File: config.mk
export PLATFORM = sky130hd
export DESIGN_NAME = time_counter_seven_segment_scan_flat
export DESIGN_NICKNAME = d
export VERILOG_FILES = /design/src/tcss_pkg.sv /design/src/tcss_if.sv /design/src/tcss_norm.sv /design/src/tcss_disp.sv /design/src/time_counter_seven_segment_scan.sv /design/src/flat_wrapper.sv
export SDC_FILE = /design/constraint.sdc
export NUM_CORES = 1
export LEC_CHECK = 0
export BUFFER_PORTS_ARGS = -buffer_cell sky130_fd_sc_hd__buf_4
export CORE_ASPECT_RATIO = 1.5
export CORE_MARGIN = 2
export CORE_UTILIZATION = 65
export CTS_CLUSTER_SIZE = 10
export DETAILED_ROUTE_END_ITERATION = 12
export PLACE_DENSITY = 0.95
export SETUP_SLACK_MARGIN = 0.1
export SLEW_MARGIN = 40
export SYNTH_ARGS = -nofsm -noshare
export SYNTH_HDL_FRONTEND = slang
export SYNTH_HIERARCHICAL = 1
export SYNTH_SLANG_ARGS = --single-unit
File: constraint.sdc
create_clock -name clk -period 18.4 [get_ports clk]
set_clock_uncertainty 0.2 [all_clocks]
set_input_delay 3.68 -clock clk [delete_from_list [all_inputs] [get_ports clk]]
set_output_delay 3.68 -clock clk [all_outputs]
set_load 0.02 [all_outputs]
File: src/tcss_pkg.sv
package tcss_pkg;

    // Operation codes of a request
    typedef enum logic [2:0] {
        OP_SEC_TICK  = 3'd0,
        OP_SCAN_TICK = 3'd1,
        OP_SET_HM    = 3'd2,
        OP_ADD_HM    = 3'd3,
        OP_SET_LOW   = 3'd4,
        OP_ADD_LOW   = 3'd5,
        OP_READ      = 3'd6
    } op_t;

    // Three base-60 time fields
    typedef struct packed {
        logic [5:0] high;
        logic [5:0] mid;
        logic [5:0] low;
    } time_t;

    // Quotient and remainder of a division by 60
    typedef struct packed {
        logic [1:0] q;
        logic [5:0] r;
    } div60_t;

    localparam logic [7:0] BASE60       = 8'd60;
    localparam logic [7:0] DASH_PATTERN = 8'h40;

    localparam logic [7:0] SEG_TABLE [10] = '{
        8'h3f, 8'h06, 8'h5b, 8'h4f, 8'h66, 8'h6d, 8'h7d, 8'h07, 8'h7f, 8'h6f
    };

    // Divide a value below 240 by 60 with three compares
    function automatic div60_t div60(input logic [7:0] x);
        div60_t     res;
        logic [7:0] rem;
        if (x >= 8'd180)
        begin
            res.q = 2'd3;
            rem   = x - 8'd180;
        end
        else if (x >= 8'd120)
        begin
            res.q = 2'd2;
            rem   = x - 8'd120;
        end
        else if (x >= BASE60)
        begin
            res.q = 2'd1;
            rem   = x - BASE60;
        end
        else
        begin
            res.q = 2'd0;
            rem   = x;
        end
        res.r = rem[5:0];
        return res;
    endfunction

endpackage

File: src/tcss_if.sv
// Request channel: one event or command
interface tcss_req_if;
    logic       valid;
    logic       ready;
    logic [2:0] operation;
    logic [6:0] value_high;
    logic [6:0] value_low;

    modport source (output valid, output operation, output value_high,
                    output value_low, input ready);
    modport sink   (input valid, input operation, input value_high,
                    input value_low, output ready);
endinterface

// Result channel: display drive and time fields
interface tcss_rsp_if;
    logic       valid;
    logic       ready;
    logic [7:0] segment_pattern;
    logic [7:0] digit_select;
    logic [5:0] field_high;
    logic [5:0] field_mid;
    logic [5:0] field_low;

    modport source (output valid, output segment_pattern, output digit_select,
                    output field_high, output field_mid, output field_low,
                    input ready);
    modport sink   (input valid, input segment_pattern, input digit_select,
                    input field_high, input field_mid, input field_low,
                    output ready);
endinterface

File: src/tcss_norm.sv
// Applies one operation to the time and normalizes the three fields
module tcss_norm (
    input  tcss_pkg::op_t   op,
    input  logic [6:0]      value_high,
    input  logic [6:0]      value_low,
    input  tcss_pkg::time_t cur,
    output tcss_pkg::time_t nxt
);

    logic [7:0]       lo_sum;
    logic [7:0]       mi_base;
    logic [7:0]       hi_base;
    logic [7:0]       mi_sum;
    logic [7:0]       hi_sum;
    tcss_pkg::div60_t lo_div;
    tcss_pkg::div60_t mi_div;
    tcss_pkg::div60_t hi_div;

    // Raw field values after the operation, all below 190
    always_comb
    begin
        lo_sum  = {2'b00, cur.low};
        mi_base = {2'b00, cur.mid};
        hi_base = {2'b00, cur.high};
        case (op)
            tcss_pkg::OP_SEC_TICK: lo_sum = {2'b00, cur.low} + 8'd1;
            tcss_pkg::OP_SET_LOW:  lo_sum = {1'b0, value_high};
            tcss_pkg::OP_ADD_LOW:  lo_sum = {2'b00, cur.low} + {1'b0, value_high};
            tcss_pkg::OP_SET_HM:
            begin
                hi_base = {1'b0, value_high};
                mi_base = {1'b0, value_low};
            end
            tcss_pkg::OP_ADD_HM:
            begin
                hi_base = {2'b00, cur.high} + {1'b0, value_high};
                mi_base = {2'b00, cur.mid} + {1'b0, value_low};
            end
            default: ;
        endcase
    end

    // Carry chain low -> mid -> high, high wraps mod 60
    always_comb
    begin
        lo_div   = tcss_pkg::div60(lo_sum);
        mi_sum   = mi_base + {6'd0, lo_div.q};
        mi_div   = tcss_pkg::div60(mi_sum);
        hi_sum   = hi_base + {6'd0, mi_div.q};
        hi_div   = tcss_pkg::div60(hi_sum);
        nxt.low  = lo_div.r;
        nxt.mid  = mi_div.r;
        nxt.high = hi_div.r;
    end

endmodule

File: src/tcss_disp.sv
// Segment pattern and digit enable for one scan position
module tcss_disp (
    input  logic [2:0]      pos,
    input  tcss_pkg::time_t tm,
    output logic [7:0]      segment_pattern,
    output logic [7:0]      digit_select
);

    logic [5:0] field;
    logic [3:0] tens;
    logic [5:0] tens_x10;
    logic [5:0] units;

    // Pick the field that this position shows
    always_comb
    begin
        case (pos)
            3'd0, 3'd1: field = tm.high;
            3'd3, 3'd4: field = tm.mid;
            default:    field = tm.low;
        endcase
    end

    // Decimal split of a value below 60
    always_comb
    begin
        if (field >= 6'd50)
            tens = 4'd5;
        else if (field >= 6'd40)
            tens = 4'd4;
        else if (field >= 6'd30)
            tens = 4'd3;
        else if (field >= 6'd20)
            tens = 4'd2;
        else if (field >= 6'd10)
            tens = 4'd1;
        else
            tens = 4'd0;
        tens_x10 = {tens[2:0], 3'b000} + {1'b0, tens[3:0], 1'b0};
        units    = field - tens_x10;
    end

    // Tens on the first digit of a pair, units on the second, dashes between pairs
    always_comb
    begin
        case (pos)
            3'd0, 3'd3, 3'd6: segment_pattern = tcss_pkg::SEG_TABLE[tens];
            3'd1, 3'd4, 3'd7: segment_pattern = tcss_pkg::SEG_TABLE[units[3:0]];
            default:          segment_pattern = tcss_pkg::DASH_PATTERN;
        endcase
        digit_select = 8'd1 << pos;
    end

endmodule

File: src/time_counter_seven_segment_scan.sv
// Digital clock with an eight-digit multiplexed seven-segment scan. Each
// request (second tick, scan tick, set/add to high+mid or to low, read)
// yields exactly one result holding the digit pattern and one-hot enable for
// the scanned position, plus the three normalized base-60 fields. The block
// is a two-register pipeline: a request register, then field update, carry
// normalization and digit decode into the result register. It takes one
// request per cycle while the result side drains; a request moves from the
// request register into the result register when the result register is
// free or being read. While a result waits unread, the pipeline holds and
// request ready drops once the request register is also full. A scan tick
// shows the position it drives, then advances.
module time_counter_seven_segment_scan (
    input logic          clk,
    input logic          rst_n,
    tcss_req_if.sink     req,
    tcss_rsp_if.source   rsp
);

    logic            in_valid_reg;
    tcss_pkg::op_t   op_reg;
    logic [6:0]      vh_reg;
    logic [6:0]      vl_reg;
    tcss_pkg::time_t time_reg;
    tcss_pkg::time_t time_next;
    logic [2:0]      scan_reg;
    logic [2:0]      scan_next;
    logic            advance;
    logic            out_valid_reg;
    logic [7:0]      seg_reg;
    logic [7:0]      sel_reg;
    tcss_pkg::time_t res_reg;
    logic [7:0]      seg_next;
    logic [7:0]      sel_next;

    // Pipeline moves when the result register is free or being drained
    assign advance   = in_valid_reg && (!out_valid_reg || rsp.ready);
    assign req.ready = !in_valid_reg || advance;

    // Request register
    always_ff @(posedge clk or negedge rst_n)
    begin
        if (!rst_n)
            in_valid_reg <= 1'b0;
        else if (req.ready)
            in_valid_reg <= req.valid;
    end

    always_ff @(posedge clk)
    begin
        if (req.valid && req.ready)
        begin
            op_reg <= tcss_pkg::op_t'(req.operation);
            vh_reg <= req.value_high;
            vl_reg <= req.value_low;
        end
    end

    // Field update and normalization
    tcss_norm u_norm (
        .op         (op_reg),
        .value_high (vh_reg),
        .value_low  (vl_reg),
        .cur        (time_reg),
        .nxt        (time_next)
    );

    assign scan_next = (op_reg == tcss_pkg::OP_SCAN_TICK) ? scan_reg + 3'd1 : scan_reg;

    // Display decode uses the updated time and the pre-tick position
    tcss_disp u_disp (
        .pos             (scan_reg),
        .tm              (time_next),
        .segment_pattern (seg_next),
        .digit_select    (sel_next)
    );

    // Time and scan state
    always_ff @(posedge clk or negedge rst_n)
    begin
        if (!rst_n)
        begin
            time_reg <= '0;
            scan_reg <= 3'd0;
        end
        else if (advance)
        begin
            time_reg <= time_next;
            scan_reg <= scan_next;
        end
    end

    // Result register
    always_ff @(posedge clk or negedge rst_n)
    begin
        if (!rst_n)
            out_valid_reg <= 1'b0;
        else if (advance)
            out_valid_reg <= 1'b1;
        else if (rsp.ready)
            out_valid_reg <= 1'b0;
    end

    always_ff @(posedge clk)
    begin
        if (advance)
        begin
            seg_reg <= seg_next;
            sel_reg <= sel_next;
            res_reg <= time_next;
        end
    end

    assign rsp.valid           = out_valid_reg;
    assign rsp.segment_pattern = seg_reg;
    assign rsp.digit_select    = sel_reg;
    assign rsp.field_high      = res_reg.high;
    assign rsp.field_mid       = res_reg.mid;
    assign rsp.field_low       = res_reg.low;

`ifndef SYNTHESIS
    // Stored time is always normalized
    a_time_norm: assert property (@(posedge clk) disable iff (!rst_n)
        time_reg.high < 6'd60 && time_reg.mid < 6'd60 && time_reg.low < 6'd60)
        else $error("time field out of base-60 range");

    // Digit enable is one-hot on every valid result
    a_sel_onehot: assert property (@(posedge clk) disable iff (!rst_n)
        out_valid_reg |-> $onehot(sel_reg))
        else $error("digit select not one-hot");

    // Separator positions always show a dash
    a_dash: assert property (@(posedge clk) disable iff (!rst_n)
        (out_valid_reg && (sel_reg[2] || sel_reg[5])) |->
        (seg_reg == tcss_pkg::DASH_PATTERN))
        else $error("separator digit not a dash");

    // Scan position moves only on an executed scan tick
    a_scan_step: assert property (@(posedge clk) disable iff (!rst_n)
        (scan_reg != $past(scan_reg)) |->
        $past(advance && op_reg == tcss_pkg::OP_SCAN_TICK))
        else $error("scan moved without a scan tick");
`endif

endmodule

File: src/flat_wrapper.sv
// flat-port wrapper written by rule: the top's interface ports become plain ports
module time_counter_seven_segment_scan_flat 
  (clk, rst_n, req_valid, req_operation, req_value_high, req_value_low, req_ready, rsp_valid, rsp_segment_pattern, rsp_digit_select, rsp_field_high, rsp_field_mid, rsp_field_low, rsp_ready);
  tcss_req_if req_i ();
  tcss_rsp_if rsp_i ();
  input logic clk;
  input logic rst_n;
  input wire logic [$bits(req_i.valid)-1:0] req_valid;
  input wire logic [$bits(req_i.operation)-1:0] req_operation;
  input wire logic [$bits(req_i.value_high)-1:0] req_value_high;
  input wire logic [$bits(req_i.value_low)-1:0] req_value_low;
  output wire logic [$bits(req_i.ready)-1:0] req_ready;
  output wire logic [$bits(rsp_i.valid)-1:0] rsp_valid;
  output wire logic [$bits(rsp_i.segment_pattern)-1:0] rsp_segment_pattern;
  output wire logic [$bits(rsp_i.digit_select)-1:0] rsp_digit_select;
  output wire logic [$bits(rsp_i.field_high)-1:0] rsp_field_high;
  output wire logic [$bits(rsp_i.field_mid)-1:0] rsp_field_mid;
  output wire logic [$bits(rsp_i.field_low)-1:0] rsp_field_low;
  input wire logic [$bits(rsp_i.ready)-1:0] rsp_ready;
  assign req_i.valid = req_valid;
  assign req_i.operation = req_operation;
  assign req_i.value_high = req_value_high;
  assign req_i.value_low = req_value_low;
  assign req_ready = req_i.ready;
  assign rsp_valid = rsp_i.valid;
  assign rsp_segment_pattern = rsp_i.segment_pattern;
  assign rsp_digit_select = rsp_i.digit_select;
  assign rsp_field_high = rsp_i.field_high;
  assign rsp_field_mid = rsp_i.field_mid;
  assign rsp_field_low = rsp_i.field_low;
  assign rsp_i.ready = rsp_ready;
  time_counter_seven_segment_scan u_core (.clk(clk), .rst_n(rst_n), .req(req_i), .rsp(rsp_i));
endmodule
Word level (Yosys, flattened, before mapping):

Memory sizes are Yosys's and may differ from the RTL's.
Cells that the tools add are included.

* memory bits (writable): 0
* input bits: 21
* bits in registers: 74
* bits in latches: 0
* memories: 2
* memory bits (read-only): 256

Memories
* (name not given): words 16, width 8, read ports 1, clocked after Yosys merged registers in 0, wr ports 0, RTL line tcss_disp.sv:48 `3'd1, 3'd4, 3'd7: segment_pattern = tcss_pkg::SEG_TABLE[units[3:0]];`
* (name not given): words 16, width 8, read ports 1, clocked after Yosys merged registers in 0, wr ports 0, RTL line tcss_disp.sv:47 `3'd0, 3'd3, 3'd6: segment_pattern = tcss_pkg::SEG_TABLE[tens];`

* bitwise gates (word level): 2
* $mul: 0
* magnitude comparators: 16
* $add $sub $neg: 18
* mux-type cells: 31
* reduce and logical (&&, ||, !) cells: 14
* eq/ne operators: 10
* divide/modulo/power cells: 0
* shift operators: 1

Operator list (count)
* 6-bit 2-to-1 mux: 9
* 6-bit subtractor (second input constant): 9
* 8-bit one-hot mux with 2 select lines: 3
* 8-bit 2-to-1 mux: 4
* 6-bit by 7-bit adder with 8-bit output: 3
* 8-bit by 6-bit >= comparator with 1-bit output (second input constant): 3
* 8-bit by 7-bit >= comparator with 1-bit output (second input constant): 3
* 8-bit >= comparator (second input constant): 3
* 8-bit one-hot mux with 3 select lines: 1
* 8-bit by 2-bit adder with 8-bit output: 2
* 3-bit == test (second input constant): 5
* 6-bit by 5-bit >= comparator with 1-bit output (second input constant): 2
* 6-bit >= comparator (second input constant): 2
* 2-bit 2-to-1 mux: 6
* 6-bit one-hot mux with 2 select lines: 1
* 5-bit >= comparator (second input constant): 2
* 3-bit by 2-bit == test with 1-bit output (second input constant): 3
* 1-bit by 3-bit left shift with 8-bit output (first input constant): 1
* 6-bit by 1-bit adder with 7-bit output (second input constant): 1
* 3-bit by 1-bit == test with 1-bit output (second input constant): 2
* 6-bit by 4-bit >= comparator with 1-bit output (second input constant): 1
* 3-bit zero test: 2
* 3-bit 2-to-1 mux: 2
* 3-bit OR reduction: 2
* 12 further kinds: 20

Logic depth before layout (Yosys ltp):

* depth after elaboration: 30
* depth in mapped cells: 52
* gate-level depth less buffers: 51

Modules after synthesis:

Netlist, hierarchy kept.

Modules (own cells, without submodules)
* tcss_norm: area each 2658.8 um^2, times used 1, cells each 366
* time_counter_seven_segment_scan: area each 2469.9 um^2, times used 1, cells each 107
* tcss_disp: area each 920.9 um^2, times used 1, cells each 126

Worst setup path before layout:

OpenSTA, ideal clock, no wires.

* path type: register -> register
* from: reg u_core.vh_reg[1]
* to: reg u_core.seg_reg[4], in the netlist u_core/rsp.segment_pattern[4] (data pin)
* data required time: 17945 ps
* path slack: 8377 ps
* path buffers: 0
* clock period less this slack: 10023 ps
* cell stages (with the launch flop): 47
* arrival: 9568 ps
* setup time: 255 ps
* path through: edfxtp_1 ha_1 a21o_1 a21o_1 xor2_1 nand2_1 a21oi_1 inv_1 ha_1 a21o_1 a21oi_1 nor2b_1 a21o_1 ha_1 fa_1 inv_1 xnor2_1 inv_1 [... 11 more ...] inv_1 ha_1 and3_1 nand4bb_1 nand2_1 nor3_1 or4_1 or3_1 o221ai_4 nor3_1 a21oi_1 inv_1 ha_1 a311o_1 o211a_1 xnor2_2 or3_1 a31o_1

RTL lines
* from (decl): RTL line time_counter_seven_segment_scan.sv:21 `logic [6:0] vh_reg;`
* from (signal assigned): RTL line time_counter_seven_segment_scan.sv:53 `vh_reg <= req.value_high;`
* to (signal assigned): RTL line time_counter_seven_segment_scan.sv:107 `seg_reg <= seg_next;`
* to (decl): RTL line time_counter_seven_segment_scan.sv:29 `logic [7:0] seg_reg;`

==> results by group <==
Hold path
  – Worst Hold Depth: 1
  – Worst Hold Class: reg2reg
  – Hold EP: u_core/time_reg[6]
  – Worst hold start: u_core/time_reg[6]

Critical path
  – CP max stage delay: 0.88 ns
  – Arrival time worst endpoint: 11.70 ns
  – Worst Reg-to-Reg Cells: 45
  – CP Capture Type: flop
  – Critical R2R Capture: u_core/rsp.segment_pattern[6]
  – CP bufs+invs: 7
  – CP top delay family: compound AO/OA/AOI/OAI gates
  – R2r startpoint: u_core/op_reg[0]
  – CP max-delay cell: edfxtp_1
  – CP max FO: 23
  – Worst Setup Start Kind: flop
  – R2r setup slk: 6.55 ns
  – Worst path required time: 18.25 ns
  – Crit path kind: reg2reg

Finish
  – Fin cells: 768
  – N_diodes: 0
  – Largest register FFs: 18
  – Layout cells sized above 1: 20.0%
  – Commonest cells after routing, fill and taps aside: buf_4, ha_1, edfxtp_1, nand2_1, nor2_1
  – Nets@finish: 730
  – Most common cell after layout, fill and taps aside: buf_4
  – Area growth syn-to-layout: 13.2%

Timing
  – Final setup viols: 0
  – Setup Total Neg Slack: 0 ns
  – Final min period: 11.85 ns
  – Hold Violations, Final: 0
  – RSZ-0062 raised after global routing: no
  – Highest Clock Rate: 84.4 MHz
  – Least-Margin Pin Slew: 0.813 ns
  – Final period utilization: 64.4%
  – Max_slew headroom: 45.8%
  – Final Max Tran Viols: 0

Clock tree
  – Hold-fix buffers, CTS: 0
  – H-tree level count: 3
  – Worst skew pair latency: 0.34 ns
  – CTS Sinks: 74
  – Post_cts resized: 0
  – Inserted Clock Buffers: 9
  – Clk buf depth: 2
  – Total setup buffers inserted after CTS: 0
  – CTS Root Cell: clkbuf_16
  – Clock transition at path regs: 0.06 ns
  – CTS tree: done

Synthesis
  – Main flop type after synthesis: edfxtp_1
  – Post-Syn Nets: 678
  – Xor/xnor share of the synthesized area: 4.32%
  – Post-Synth Simple-Gate Area: 16.6%
  – Netlist Area Pre-Place: 6050 sq um
  – FFs w/ async S/R, synth: 31.1%
  – Post-synthesis sequential area ratio: 34.8%
  – Post-synth EDFFs: 51
  – Largest family of logic cells by synthesized area: compound AO/OA/AOI/OAI gates
  – Post-synthesis compound-gate area fraction: 21.3%
  – Synth Instances: 599
  – Synth warn: 6
  – Syn avg cell area: 10.1 sq um
  – Seq cells post-synth: 74
  – Post-synth cell types: 97
  – Mux contribution to synthesized area: 6.20%
  – Post-Synth Adder-Cell Area: 12.8%

GRT
  – Grt total ovfl: 0
  – Vias in the first global route: 5,292
  – Initial antenna violation count: 0
  – First-pass GRT wire length: 25,100 um
  – Total track usage: 32.9%
  – Largest net degree at the start of global routing: 35

Route
  – DR iter-0 viols: 386
  – DRC: 0
  – Pre-antenna DRT Iters: 6
  – Via Count: 5,219
  – ANT nets after route: 0
  – Drt total wl: 15,800 um
  – Drt wl/cell: 20.6 um
  – Vias per cell: 6.80

Die
  – Std cell rows: 43
  – Core Area: 9150 sq um
  – Die W: 82.8 um
  – Die height: 122 um
  – Io pins: 57
  – Die ar.: 10,100 sq um
  – Initial Utilization: 66.1%

Flow run
  – Max-Cap Viols: 0

Placed design
  – Dpl hpwl: 11,800 um
  – Placed Cells: 752
  – GP Congestion: 1.05
  – # port buffers: 56

Status
  – Status: finished, final reports clean
-- through the flow --
stage / setup WS (ns) / area [sq um] / hold WS, ns / util (%)
after global routing: 5.73 / 6850 / 0.387 / 74.9
after global placement: 7.40 / 6500 / 0.321 / 71.0
final: 6.55 / 6850 / 0.357 / 74.9
after floorplan: 8.38 / 6050 / 0.291 / -
after CTS: 6.80 / 6840 / 0.351 / 74.8
after detailed placement: 6.86 / 6500 / 0.337 / 71.0
-- synth_stat cells (7+ instances only) --
master / count / area [sq um]
a211oi_1: 8 / 60.1
a21o_1: 12 / 90.1
a21oi_1: 37 / 185
a31oi_1: 8 / 50.1
and3_1: 8 / 50.1
dfrtp_1: 23 / 576
edfxtp_1: 51 / 1530
ha_1: 53 / 663
inv_1: 29 / 109
mux2_2: 14 / 158
mux2_4: 9 / 135
nand2_1: 51 / 191
nand2b_1: 12 / 75.1
nand3_1: 8 / 40.0
nor2_1: 43 / 161
nor3_1: 10 / 50.1
o21ai_0: 20 / 100
o21ai_1: 7 / 35.0
o22ai_1: 8 / 50.1
xnor2_1: 16 / 140
xor2_1: 12 / 105
-- layer usage --
layer	wire length (um)	up-vias	global-route usage, %
met4	1150	0	23.4
met5	0	-	0
met3	995	85	6.74
met1	5670	2461	35.1
li1	-	2351	-
met2	8030	322	56.0
-- area by class of cell --
class	instances	area, sq um
clock buffers	10	229
well taps	112	140
multi-input cells	479	3720
inverters	30	113
repair buffers	57	428
fillers	609	2300
clock inverters	6	114
flip-flops and latches	74	2110
-- worst reg2reg max path: cells and delay by family (launching register included) --
family | cells | cell delay [ns]
simple gates | 14 | 2.94
fa+ha+maj | 8 | 2.22
xor+xnor | 2 | 0.61
compound gates | 14 | 3.47
buf+inv | 7 | 1.27
flops | 1 | 0.88
-- kinds of logic after synthesis --
family | after synthesis
AND/OR/NAND/NOR | 187
AO/OA/AOI/OAI | 173
flip-flops | 74
adder cells (fa/ha/maj) | 59
buffers and inverters | 46
multiplexers | 30
XOR/XNOR | 29
other | 1
-- worst max path at each step --
stage | to | cells after the start | slack (ns) | from
after CTS | u_core/rsp.segment_pattern[4] | 44 | 6.80 | u_core/op_reg[0]
after floorplan | u_core/rsp.segment_pattern[4] | 46 | 8.38 | u_core/vh_reg[1]
final | u_core/rsp.segment_pattern[6] | 45 | 6.55 | u_core/op_reg[0]
after detailed placement | u_core/rsp.segment_pattern[4] | 44 | 6.86 | u_core/op_reg[0]
after global routing | u_core/rsp.segment_pattern[6] | 46 | 5.73 | u_core/op_reg[2]
after global placement | u_core/rsp.segment_pattern[4] | 44 | 7.40 | u_core/op_reg[0]
Power is left out: the tool's default activity adds up to more than one toggle a clock period on the data nets, which glitch-free logic cannot reach.
